==> src/design/dfx_pkg.sv <==
`timescale 1ns / 1ps
package dfx_pkg;

  localparam int ID_BITS             = 8;
  localparam int ID_ACC_BITS         = ID_BITS + 1;
  localparam int ID_CALC_BITS        = ID_ACC_BITS + 4;
  localparam int MANTISSA_BITS       = 32;
  localparam int MANT_CALC_BITS      = MANTISSA_BITS + 4;
  localparam int MAX_FRACTION_DIGITS = 9;
  localparam int FRACTION_BITS       = 4;
  localparam int CHECKSUM_BITS       = 16;
  localparam int CHECKSUM_CALC_BITS  = CHECKSUM_BITS + 4;
  localparam int SEP_COUNT_BITS      = 3;
  localparam int STATUS_BITS         = 3;
  localparam int CFG_INDEX_BITS      = 1;
  localparam int CFG_DATA_BITS       = 8;
  localparam int IN_DATA_BITS        = 8;
  localparam int OUT_FIELD_BITS      = STATUS_BITS + 2 * ID_BITS + MANTISSA_BITS + FRACTION_BITS;
  localparam int OUT_DATA_BITS       = ((OUT_FIELD_BITS + 7) / 8) * 8;

  localparam logic [7:0] CHAR_SEPARATOR = 8'h24;
  localparam logic [7:0] CHAR_PLUS      = 8'h2B;
  localparam logic [7:0] CHAR_MINUS     = 8'h2D;
  localparam logic [7:0] CHAR_POINT     = 8'h2E;
  localparam logic [7:0] CHAR_ZERO      = 8'h30;
  localparam logic [7:0] CHAR_NINE      = 8'h39;
  localparam logic [7:0] CHAR_LOWER_A   = 8'h61;
  localparam logic [7:0] CHAR_LOWER_F   = 8'h66;
  localparam logic [7:0] CHAR_UPPER_A   = 8'h41;
  localparam logic [7:0] CHAR_UPPER_F   = 8'h46;

  localparam logic [SEP_COUNT_BITS-1:0] SEPARATORS_NEEDED = SEP_COUNT_BITS'(5);
  localparam logic [SEP_COUNT_BITS-1:0] FIELD_SENSOR      = SEP_COUNT_BITS'(1);
  localparam logic [SEP_COUNT_BITS-1:0] FIELD_VALUE       = SEP_COUNT_BITS'(2);
  localparam logic [SEP_COUNT_BITS-1:0] FIELD_NUMBER      = SEP_COUNT_BITS'(3);
  localparam logic [SEP_COUNT_BITS-1:0] FIELD_CHECKSUM    = SEP_COUNT_BITS'(4);

  localparam logic [CFG_INDEX_BITS-1:0] REG_SENSOR_COUNT = CFG_INDEX_BITS'(0);
  localparam logic [CFG_INDEX_BITS-1:0] REG_VALUE_COUNT  = CFG_INDEX_BITS'(1);

  typedef enum logic [STATUS_BITS-1:0] {
    STATUS_ACCEPTED   = 3'd0,
    STATUS_INCOMPLETE = 3'd1,
    STATUS_CHECKSUM   = 3'd2,
    STATUS_DUPLICATE  = 3'd3,
    STATUS_RANGE      = 3'd4
  } status_t;

  typedef struct packed {
    logic                      incomplete;
    logic [7:0]                running_xor;
    logic [CHECKSUM_BITS-1:0]  checksum;
    logic [ID_ACC_BITS-1:0]    sensor_id;
    logic [ID_ACC_BITS-1:0]    value_id;
    logic                      number_ok;
    logic                      negative;
    logic [MANTISSA_BITS-1:0]  magnitude;
    logic [FRACTION_BITS-1:0]  fraction;
  } frame_summary_t;

endpackage

==> src/design/dfx_field_parser.sv <==
`timescale 1ns / 1ps
module dfx_field_parser (
  input  logic                          clk,
  input  logic                          rst,
  input  logic                          s_tvalid,
  output logic                          s_tready,
  input  logic [dfx_pkg::IN_DATA_BITS-1:0] s_tdata,  // frame_byte
  input  logic                          s_tlast,
  output logic                          summary_valid,
  input  logic                          summary_ready,
  output dfx_pkg::frame_summary_t       summary
);

  localparam logic [dfx_pkg::ID_CALC_BITS-1:0] ID_LIMIT =
    dfx_pkg::ID_CALC_BITS'(1) << dfx_pkg::ID_BITS;
  localparam logic [dfx_pkg::MANT_CALC_BITS-1:0] MANT_CAP =
    dfx_pkg::MANT_CALC_BITS'(1) << (dfx_pkg::MANTISSA_BITS - 1);
  localparam logic [dfx_pkg::CHECKSUM_CALC_BITS-1:0] CHECKSUM_MAX =
    dfx_pkg::CHECKSUM_CALC_BITS'((1 << dfx_pkg::CHECKSUM_BITS) - 1);
  localparam logic [dfx_pkg::FRACTION_BITS-1:0] FRACTION_LIMIT =
    dfx_pkg::FRACTION_BITS'(dfx_pkg::MAX_FRACTION_DIGITS);

  logic       in_valid;
  logic [7:0] in_byte;
  logic       in_last;
  logic       summary_free;
  logic       consume;

  logic [dfx_pkg::SEP_COUNT_BITS-1:0] sep_count, sep_count_next;
  logic [7:0]                         running_xor, running_xor_next;
  logic [dfx_pkg::ID_ACC_BITS-1:0]    sensor_acc, sensor_acc_next;
  logic [dfx_pkg::ID_ACC_BITS-1:0]    value_acc, value_acc_next;
  logic [dfx_pkg::MANTISSA_BITS-1:0]  mant_acc, mant_acc_next;
  logic                               negative, negative_next;
  logic                               started, started_next;
  logic                               has_digit, has_digit_next;
  logic                               point_seen, point_seen_next;
  logic [dfx_pkg::FRACTION_BITS-1:0]  fraction, fraction_next;
  logic [3:0]                         invalid, invalid_next;
  logic [dfx_pkg::CHECKSUM_BITS-1:0]  checksum, checksum_next;

  logic                                  is_digit;
  logic [3:0]                            digit;
  logic                                  is_hex;
  logic [3:0]                            hex_digit;
  logic [dfx_pkg::ID_CALC_BITS-1:0]      sensor_prod, value_prod;
  logic [dfx_pkg::MANT_CALC_BITS-1:0]    mant_prod;
  logic [dfx_pkg::CHECKSUM_CALC_BITS-1:0] checksum_prod;

  assign summary_free = !summary_valid || summary_ready;
  assign consume      = in_valid && (!in_last || summary_free);
  assign s_tready     = !in_valid || consume;

  assign is_digit = (in_byte >= dfx_pkg::CHAR_ZERO) && (in_byte <= dfx_pkg::CHAR_NINE);
  assign digit    = 4'(in_byte - dfx_pkg::CHAR_ZERO);

  always_comb begin
    is_hex    = 1'b1;
    hex_digit = digit;
    if (is_digit) begin
      hex_digit = digit;
    end else if (in_byte >= dfx_pkg::CHAR_LOWER_A && in_byte <= dfx_pkg::CHAR_LOWER_F) begin
      hex_digit = 4'(in_byte - dfx_pkg::CHAR_LOWER_A + 8'd10);
    end else if (in_byte >= dfx_pkg::CHAR_UPPER_A && in_byte <= dfx_pkg::CHAR_UPPER_F) begin
      hex_digit = 4'(in_byte - dfx_pkg::CHAR_UPPER_A + 8'd10);
    end else begin
      is_hex = 1'b0;
    end
  end

  // times ten as shift-add for the decimal fields; the checksum is times sixteen
  assign sensor_prod = ({4'b0, sensor_acc} << 3) + ({4'b0, sensor_acc} << 1)
                     + dfx_pkg::ID_CALC_BITS'(digit);
  assign value_prod  = ({4'b0, value_acc} << 3) + ({4'b0, value_acc} << 1)
                     + dfx_pkg::ID_CALC_BITS'(digit);
  assign mant_prod   = ({4'b0, mant_acc} << 3) + ({4'b0, mant_acc} << 1)
                     + dfx_pkg::MANT_CALC_BITS'(digit);
  assign checksum_prod = ({4'b0, checksum} << 4) + dfx_pkg::CHECKSUM_CALC_BITS'(hex_digit);

  always_comb begin
    sep_count_next   = sep_count;
    running_xor_next = running_xor;
    sensor_acc_next  = sensor_acc;
    value_acc_next   = value_acc;
    mant_acc_next    = mant_acc;
    negative_next    = negative;
    started_next     = started;
    has_digit_next   = has_digit;
    point_seen_next  = point_seen;
    fraction_next    = fraction;
    invalid_next     = invalid;
    checksum_next    = checksum;

    if (sep_count < dfx_pkg::FIELD_CHECKSUM) begin
      running_xor_next = running_xor ^ in_byte;
    end

    priority if (in_byte == dfx_pkg::CHAR_SEPARATOR) begin
      if (sep_count < dfx_pkg::SEPARATORS_NEEDED) begin
        sep_count_next = sep_count + 1'b1;
      end
    end else if (sep_count == dfx_pkg::FIELD_SENSOR) begin
      if (is_digit) begin
        sensor_acc_next = (sensor_prod > ID_LIMIT) ? ID_LIMIT[dfx_pkg::ID_ACC_BITS-1:0]
                                                   : sensor_prod[dfx_pkg::ID_ACC_BITS-1:0];
      end else begin
        invalid_next[0] = 1'b1;
      end
    end else if (sep_count == dfx_pkg::FIELD_VALUE) begin
      if (is_digit) begin
        value_acc_next = (value_prod > ID_LIMIT) ? ID_LIMIT[dfx_pkg::ID_ACC_BITS-1:0]
                                                 : value_prod[dfx_pkg::ID_ACC_BITS-1:0];
      end else begin
        invalid_next[1] = 1'b1;
      end
    end else if (sep_count == dfx_pkg::FIELD_NUMBER) begin
      if (!invalid[2]) begin
        priority if ((in_byte == dfx_pkg::CHAR_PLUS || in_byte == dfx_pkg::CHAR_MINUS)
                     && !started) begin
          negative_next = (in_byte == dfx_pkg::CHAR_MINUS);
          started_next  = 1'b1;
        end else if (is_digit) begin
          started_next   = 1'b1;
          has_digit_next = 1'b1;
          if (!point_seen || fraction < FRACTION_LIMIT) begin
            if (point_seen) begin
              fraction_next = fraction + 1'b1;
            end
            mant_acc_next = (mant_prod > MANT_CAP) ? MANT_CAP[dfx_pkg::MANTISSA_BITS-1:0]
                                                   : mant_prod[dfx_pkg::MANTISSA_BITS-1:0];
          end
        end else if (in_byte == dfx_pkg::CHAR_POINT && !point_seen) begin
          point_seen_next = 1'b1;
          started_next    = 1'b1;
        end else begin
          invalid_next[2] = 1'b1;
        end
      end
    end else if (sep_count == dfx_pkg::FIELD_CHECKSUM) begin
      if (is_hex) begin
        checksum_next = (checksum_prod > CHECKSUM_MAX)
                      ? CHECKSUM_MAX[dfx_pkg::CHECKSUM_BITS-1:0]
                      : checksum_prod[dfx_pkg::CHECKSUM_BITS-1:0];
      end else begin
        invalid_next[3] = 1'b1;
      end
    end else begin
    end
  end

  always_ff @(posedge clk) begin
    if (rst) begin
      in_valid      <= 1'b0;
      summary_valid <= 1'b0;
      sep_count     <= '0;
      running_xor   <= '0;
      sensor_acc    <= '0;
      value_acc     <= '0;
      mant_acc      <= '0;
      negative      <= 1'b0;
      started       <= 1'b0;
      has_digit     <= 1'b0;
      point_seen    <= 1'b0;
      fraction      <= '0;
      invalid       <= '0;
      checksum      <= '0;
    end else begin
      if (s_tready) begin
        in_valid <= s_tvalid;
        in_byte  <= s_tdata;
        in_last  <= s_tlast;
      end

      if (summary_valid && summary_ready) begin
        summary_valid <= 1'b0;
      end

      if (consume) begin
        if (in_last) begin
          summary_valid        <= 1'b1;
          summary.incomplete   <= (sep_count_next < dfx_pkg::SEPARATORS_NEEDED);
          summary.running_xor  <= running_xor_next;
          summary.checksum     <= invalid_next[3] ? '0 : checksum_next;
          summary.sensor_id    <= invalid_next[0] ? '0 : sensor_acc_next;
          summary.value_id     <= invalid_next[1] ? '0 : value_acc_next;
          summary.number_ok    <= !invalid_next[2] && has_digit_next;
          summary.negative     <= negative_next;
          summary.magnitude    <= mant_acc_next;
          summary.fraction     <= fraction_next;
          sep_count   <= '0;
          running_xor <= '0;
          sensor_acc  <= '0;
          value_acc   <= '0;
          mant_acc    <= '0;
          negative    <= 1'b0;
          started     <= 1'b0;
          has_digit   <= 1'b0;
          point_seen  <= 1'b0;
          fraction    <= '0;
          invalid     <= '0;
          checksum    <= '0;
        end else begin
          sep_count   <= sep_count_next;
          running_xor <= running_xor_next;
          sensor_acc  <= sensor_acc_next;
          value_acc   <= value_acc_next;
          mant_acc    <= mant_acc_next;
          negative    <= negative_next;
          started     <= started_next;
          has_digit   <= has_digit_next;
          point_seen  <= point_seen_next;
          fraction    <= fraction_next;
          invalid     <= invalid_next;
          checksum    <= checksum_next;
        end
      end
    end
  end

endmodule

==> src/design/dfx_frame_check.sv <==
`timescale 1ns / 1ps
module dfx_frame_check (
  input  logic                                clk,
  input  logic                                rst,
  input  logic                                cfg_we,
  input  logic [dfx_pkg::CFG_INDEX_BITS-1:0]  cfg_index,
  input  logic [dfx_pkg::CFG_DATA_BITS-1:0]   cfg_data,
  input  logic                                summary_valid,
  output logic                                summary_ready,
  input  dfx_pkg::frame_summary_t             summary,
  output logic                                m_tvalid,
  input  logic                                m_tready,
  output logic [dfx_pkg::OUT_DATA_BITS-1:0]   m_tdata
);

  localparam logic [dfx_pkg::MANTISSA_BITS-1:0] MANT_POS_MAX =
    {1'b0, {(dfx_pkg::MANTISSA_BITS-1){1'b1}}};

  logic [dfx_pkg::ID_BITS-1:0] sensor_count;
  logic [dfx_pkg::ID_BITS-1:0] value_count;
  logic [dfx_pkg::ID_BITS-1:0] last_sensor_id;
  logic [dfx_pkg::ID_BITS-1:0] last_value_id;

  dfx_pkg::status_t                  status;
  logic [dfx_pkg::ID_BITS-1:0]       sensor_out, value_out;
  logic [dfx_pkg::MANTISSA_BITS-1:0] mantissa;
  logic [dfx_pkg::FRACTION_BITS-1:0] fraction;
  logic                              id_overflow;

  assign summary_ready = !m_tvalid || m_tready;
  assign id_overflow   = summary.sensor_id[dfx_pkg::ID_BITS]
                      || summary.value_id[dfx_pkg::ID_BITS];

  always_comb begin
    mantissa = '0;
    fraction = '0;
    if (summary.number_ok) begin
      fraction = summary.fraction;
      if (summary.negative) begin
        mantissa = ~summary.magnitude + 1'b1;
      end else begin
        mantissa = summary.magnitude[dfx_pkg::MANTISSA_BITS-1] ? MANT_POS_MAX
                                                                 : summary.magnitude;
      end
    end

    sensor_out = summary.sensor_id[dfx_pkg::ID_BITS] ? '1
                                                     : summary.sensor_id[dfx_pkg::ID_BITS-1:0];
    value_out  = summary.value_id[dfx_pkg::ID_BITS] ? '1
                                                    : summary.value_id[dfx_pkg::ID_BITS-1:0];

    priority if (summary.incomplete) begin
      status     = dfx_pkg::STATUS_INCOMPLETE;
      sensor_out = '0;
      value_out  = '0;
      mantissa   = '0;
      fraction   = '0;
    end else if (summary.checksum != {8'b0, summary.running_xor}) begin
      status = dfx_pkg::STATUS_CHECKSUM;
    end else if (summary.sensor_id == {1'b0, last_sensor_id}
                 && summary.value_id == {1'b0, last_value_id}) begin
      status = dfx_pkg::STATUS_DUPLICATE;
    end else if (id_overflow
                 || summary.sensor_id[dfx_pkg::ID_BITS-1:0] >= sensor_count
                 || summary.value_id[dfx_pkg::ID_BITS-1:0] >= value_count) begin
      status = dfx_pkg::STATUS_RANGE;
    end else begin
      status = dfx_pkg::STATUS_ACCEPTED;
    end
  end

  always_ff @(posedge clk) begin
    if (rst) begin
      sensor_count   <= '0;
      value_count    <= '0;
      last_sensor_id <= '0;
      last_value_id  <= '0;
      m_tvalid       <= 1'b0;
    end else begin
      if (cfg_we) begin
        unique case (cfg_index)
          dfx_pkg::REG_SENSOR_COUNT: sensor_count <= cfg_data;
          dfx_pkg::REG_VALUE_COUNT:  value_count  <= cfg_data;
          default: begin
          end
        endcase
      end

      if (m_tvalid && m_tready) begin
        m_tvalid <= 1'b0;
      end

      if (summary_valid && summary_ready) begin
        m_tvalid <= 1'b1;
        m_tdata  <= dfx_pkg::OUT_DATA_BITS'({fraction, mantissa, value_out, sensor_out,
                                             status});
        if (status == dfx_pkg::STATUS_ACCEPTED) begin
          last_sensor_id <= sensor_out;
          last_value_id  <= value_out;
        end
      end
    end
  end

endmodule

==> src/design/dollar_frame_xor_deframer.sv <==
`timescale 1ns / 1ps
// Path: a frame's last byte passes the input register, the summary register and the output register to m_tvalid.
// Throughput: one byte per cycle unless a frame end is blocked; the per-byte field update is a single registered pass.
// Results wait in the output register; bytes keep flowing while no frame end is blocked.
// Reset (rst, synchronous): clears frame state, last accepted ids and both limits.
module dollar_frame_xor_deframer (
  input  logic                                clk,
  input  logic                                rst,
  input  logic                                cfg_we,
  input  logic [dfx_pkg::CFG_INDEX_BITS-1:0]  cfg_index,
  input  logic [dfx_pkg::CFG_DATA_BITS-1:0]   cfg_data,
  input  logic                                s_tvalid,
  output logic                                s_tready,
  input  logic [dfx_pkg::IN_DATA_BITS-1:0]    s_tdata,  // [7:0] frame_byte
  input  logic                                s_tlast,  // frame_end
  output logic                                m_tvalid,
  input  logic                                m_tready,
  // [2:0] status, [10:3] sensor_id, [18:11] value_id, [50:19] value_mantissa,
  // [54:51] fraction_digits, [55] zero
  output logic [dfx_pkg::OUT_DATA_BITS-1:0]   m_tdata
);

  logic                    summary_valid;
  logic                    summary_ready;
  dfx_pkg::frame_summary_t summary;

  dfx_field_parser u_parser (
    .clk           (clk),
    .rst           (rst),
    .s_tvalid      (s_tvalid),
    .s_tready      (s_tready),
    .s_tdata       (s_tdata),
    .s_tlast       (s_tlast),
    .summary_valid (summary_valid),
    .summary_ready (summary_ready),
    .summary       (summary)
  );

  dfx_frame_check u_check (
    .clk           (clk),
    .rst           (rst),
    .cfg_we        (cfg_we),
    .cfg_index     (cfg_index),
    .cfg_data      (cfg_data),
    .summary_valid (summary_valid),
    .summary_ready (summary_ready),
    .summary       (summary),
    .m_tvalid      (m_tvalid),
    .m_tready      (m_tready),
    .m_tdata       (m_tdata)
  );

endmodule

==> config.mk <==
export PLATFORM = sky130hd
export DESIGN_NAME = dollar_frame_xor_deframer
export DESIGN_NICKNAME = d
export VERILOG_FILES = /design/src/design/dfx_pkg.sv /design/src/design/dfx_field_parser.sv /design/src/design/dfx_frame_check.sv /design/src/design/dollar_frame_xor_deframer.sv
export SDC_FILE = /design/constraint.sdc
export NUM_CORES = 1
export LEC_CHECK = 0
export BUFFER_PORTS_ARGS = -buffer_cell sky130_fd_sc_hd__buf_2
export CAP_MARGIN = 10
export CORE_MARGIN = 2
export CORE_UTILIZATION = 35
export CTS_CLUSTER_SIZE = 30
export DETAILED_ROUTE_END_ITERATION = 7
export GPL_ROUTABILITY_DRIVEN = 0
export HOLD_SLACK_MARGIN = 0.06
export SETUP_SLACK_MARGIN = 0.5
export SYNTH_ARGS = -nofsm -noshare
export SYNTH_HDL_FRONTEND = slang
export SYNTH_SLANG_ARGS = --single-unit
export TNS_END_PERCENT = 5
==> constraint.sdc <==
create_clock -name clk -period 8.5 [get_ports clk]
set_input_delay 1.275 -clock clk [delete_from_list [all_inputs] [get_ports clk]]
set_output_delay 1.275 -clock clk [all_outputs]
set_load 0.02 [all_outputs]
==> results.md <==
* Run status: finished clean
* Leading post-synthesis cells by cell area: edfxtp_1 28%, dfxtp_1 16%, ha_1 10%, nor2_1 5.4%, nand2_1 4.3%
* WL per Instance at 16.3 um
* Post-synthesis compound-gate area fraction at 0.195
* XOR/XNOR share of the synthesized area at 0.0369
* Clock skew at 0.0148 ns
* Setup WS pre-CTS at 3.69 ns
* Fin crit period at 4.84 ns
* CTS tree: yes
* Post_cts resized at 0
* Clk pin slew, worst setup/hold paths at 0.06 ns
* Post-route clock period utilization at 0.569
* Static Leak at 0.00678 uW
* Worst hold path class: register to register
* Drt via density at 5.37
* Max Clock Freq at 207 MHz
* Number of synthesized register bits at 269
* Final hold violations at 0
* P_int at 2170 uW
* Post-route setup slack at 3.66 ns
* Clock power share at 0.459
* Gate power share at 0.041
* Syn nets at 1,820
* Share of cells above drive strength 1 at 0.108
* # placed instances at 2,266
* Worst EP required at 8.90 ns
* Initial Util at 0.357
* Setup slack, reg-to-reg at 3.66 ns
* Metal2 WL at 16,400 um
* Critical Path Max Stage Delay at 0.61 ns
* Post-synth top area share at 0.282
* Clock Latency Late Sink at 0.57 ns
* Ant diodes at 0
* # IOs at 81
* Core ar. at 0.0433 mm2
* Cell taking the most area after synthesis: edfxtp_1
* Final setup TNS at 0 ns
* Initial antenna violation count at 1
* H-Tree Depth at 1
* Max-Cap Viols at 0
* Met3 WL at 1990 um
* Most used DFF post-synth: edfxtp_1
* Launch point of the worst path: u_parser.in_byte[3]
* Crit path launch type: register
* First-pass GRT wire length at 61,500 um
* Sequential share of the synthesized area at 0.443
* Final cell count without fillers at 2,321
* TritonCTS Sinks at 269
* Combinational family with the most area after synthesis: compound AO/OA/AOI/OAI gates
* Min-delay src: u_check.value_count[3]
* Netlist cell types at 75
* Crit path cell chain: inv_1 -> fa_1 -> inv_1 -> ha_1 -> a211oi_1 -> o21ai_0 -> xnor2_1 -> a21boi_0 -> nand4_1 -> nor4_1 -> nand4_1 -> nor4_1 -> o21ai_4 -> buf_4 -> o21ai_0
* Multiplexer share of the synthesized area at 0.00203
* Total CTS buffers at 29
* GRT overflow at 0
* Sw Pwr at 625 uW
* Longest Clk Path Bufs at 3
* DRT Pass-1 Iters at 5
* I/O Buffers at 79
* Power Dens Cells at 161 mW/mm2
* Seq pwr share at 0.500
* Max Used Layer: met5
* Setup Buffers After CTS at 0
* Met1 Wirelength at 18,600 um
* Post-DP HPWL at 27,300 um
* Sw Ratio at 0.223
* Most common cell after layout, fill and taps aside: nor2_1
* Most frequent cells in the layout: 218 x nor2_1, 177 x nand2_1, 145 x edfxtp_1
* Hold worst-path end: u_check.value_count[3]
* Row Count at 76
* Die width at 214 um
* Max-Slew Margin vs Limit at 0.208
* Crit path arrival time at 5.23 ns
* # hold bufs at CTS at 0
* Largest net degree at the start of global routing at 78
* Layout area overhead at 12.6%
* Via Count at 12,500
* Reg2Reg Launch Point: u_parser.in_byte[3]
* Root Driver: clkbuf_16
* EDFF count, synth at 145
* Worst Tran Pin Value at 1.19 ns
* CP max stage cell: fa_1
* Synth Warn # at 0
* First-iteration detailed-routing DRC count at 1,000
* Max Slew Vio Count at 0
* Setup Crit Path Kind: register to register
* Global Route Usage Sum at 0.160
* Vias in the first global route at 11,900
* Mapped Cells at 1,665
* Crit-path max FO at 44
* Hold Path Depth at 2
* Routed WL at 37,900 um
* Avg Inst Size Synth at 9.27 um2
* NumNets Final at 1,868
* Post-synthesis simple-gate area fraction at 0.175
* Syn Std Cell Area at 0.0154 mm2
* Crit end category: register
* # DRC at 0
* Die ar. at 0.0458 mm2
* RSZ-0062 raised after global routing: false
* DIE HEIGHT at 214 um
* FF-to-FF End: u_parser.summary[6]
* Worst R2R Path Depth at 15
* Worst VDD drop at 0.000120 V
* Adder-cell share of the synthesized area at 0.110
* Setup-failing EPs final at 0
* Ys async rst share at 0
* ANT nets after route at 0
[per-stage QoR]
stage	total power [uW]	hold WS (ns)	utilization	area [um2]
2_1_floorplan	1500	0.436	-	15400
3_3_place_gp	1540	0.445	0.379	16400
3_5_place_dp	1540	0.448	0.379	16400
4_1_cts	2830	0.460	0.402	17400
5_1_grt	2880	0.478	0.402	17400
6_report	2800	0.459	0.402	17400
[final cells by class]
type                            count  area, um2
Sequential cell                   269       6840
Timing Repair Buffer               96        531
Fill cell                        4203      25900
Tap cell                          585        732
Clock buffer                       38        800
Inverter                           73        274
Clock inverter                     16        169
Multi-Input combinational cell   1244       8050
[worst max path at each step]
stage / endpoint / slack (ns)
6_report: u_parser.summary[6] / 3.66
5_1_grt: u_parser.summary[24] / 3.12
4_1_cts: u_parser.summary[6] / 3.67
3_5_place_dp: u_parser.summary[6] / 3.69
3_3_place_gp: u_parser.summary[11] / 3.79
2_1_floorplan: u_parser.summary[0] / 3.02
[registers in the layout (all words and copies together), names as in the netlist, 3 cells and up]
register,flops
u_check.last_sensor_id,8
u_check.last_value_id,8
u_check.m_tdata,55
u_check.sensor_count,8
u_check.value_count,8
u_parser.checksum,16
u_parser.fraction,4
u_parser.in_byte,8
u_parser.invalid,4
u_parser.mant_acc,32
u_parser.running_xor,8
u_parser.sensor_acc,9
u_parser.sep_count,3
u_parser.summary,81
u_parser.value_acc,9
[Yosys cell counts, drive strengths merged (17+ instances only)]
library cell,n
clkbuf,70
nor4,19
a22oi,17
inv,72
nor2,221
a31oi,20
a21oi,122
a22o,23
a311oi,22
dfxtp,124
a211oi,29
edfxtp,145
nand2,177
xor2,35
o31ai,24
o21ai,108
nand3,30
nor3,45
ha,126
xnor2,30
a21o,21
[metal layers]
metal | GRT usage | up-vias
li1 | - | 6154
met1 | 0.234 | 5903
met2 | 0.248 | 340
met3 | 0.0180 | 61
met4 | 0.0492 | 2
met5 | 0 | -
[power groups by stage]
stage / registers [uW] / logic, uW / clock network, uW
detailed placement: 1430 / 115 / 0
CTS: 1400 / 116 / 1310
finish: 1400 / 115 / 1280
floorplan: 1420 / 75.9 / 0
global route: 1400 / 128 / 1360
global placement: 1430 / 113 / 0
[worst max-delay path: cells and delay by family (launching register included)]
kind            cells  cell delay, ns
flops               1            0.57
buf+inv             3            0.50
fa+ha+maj           2            0.91
simple gates        4            1.03
xor+xnor            1            0.34
compound gates      5            1.29
[cell families (layout without fill, tap and decap cells)]
logic type,Yosys count,after routing
multiplexers,3,3
AND/OR/NAND/NOR,590,590
adder cells (fa/ha/maj),132,132
AO/OA/AOI/OAI,453,453
buffers and inverters,152,223
other,1,1
flip-flops,269,269
XOR/XNOR,65,65
No activity file was read; power rests on OpenSTA's default activity.
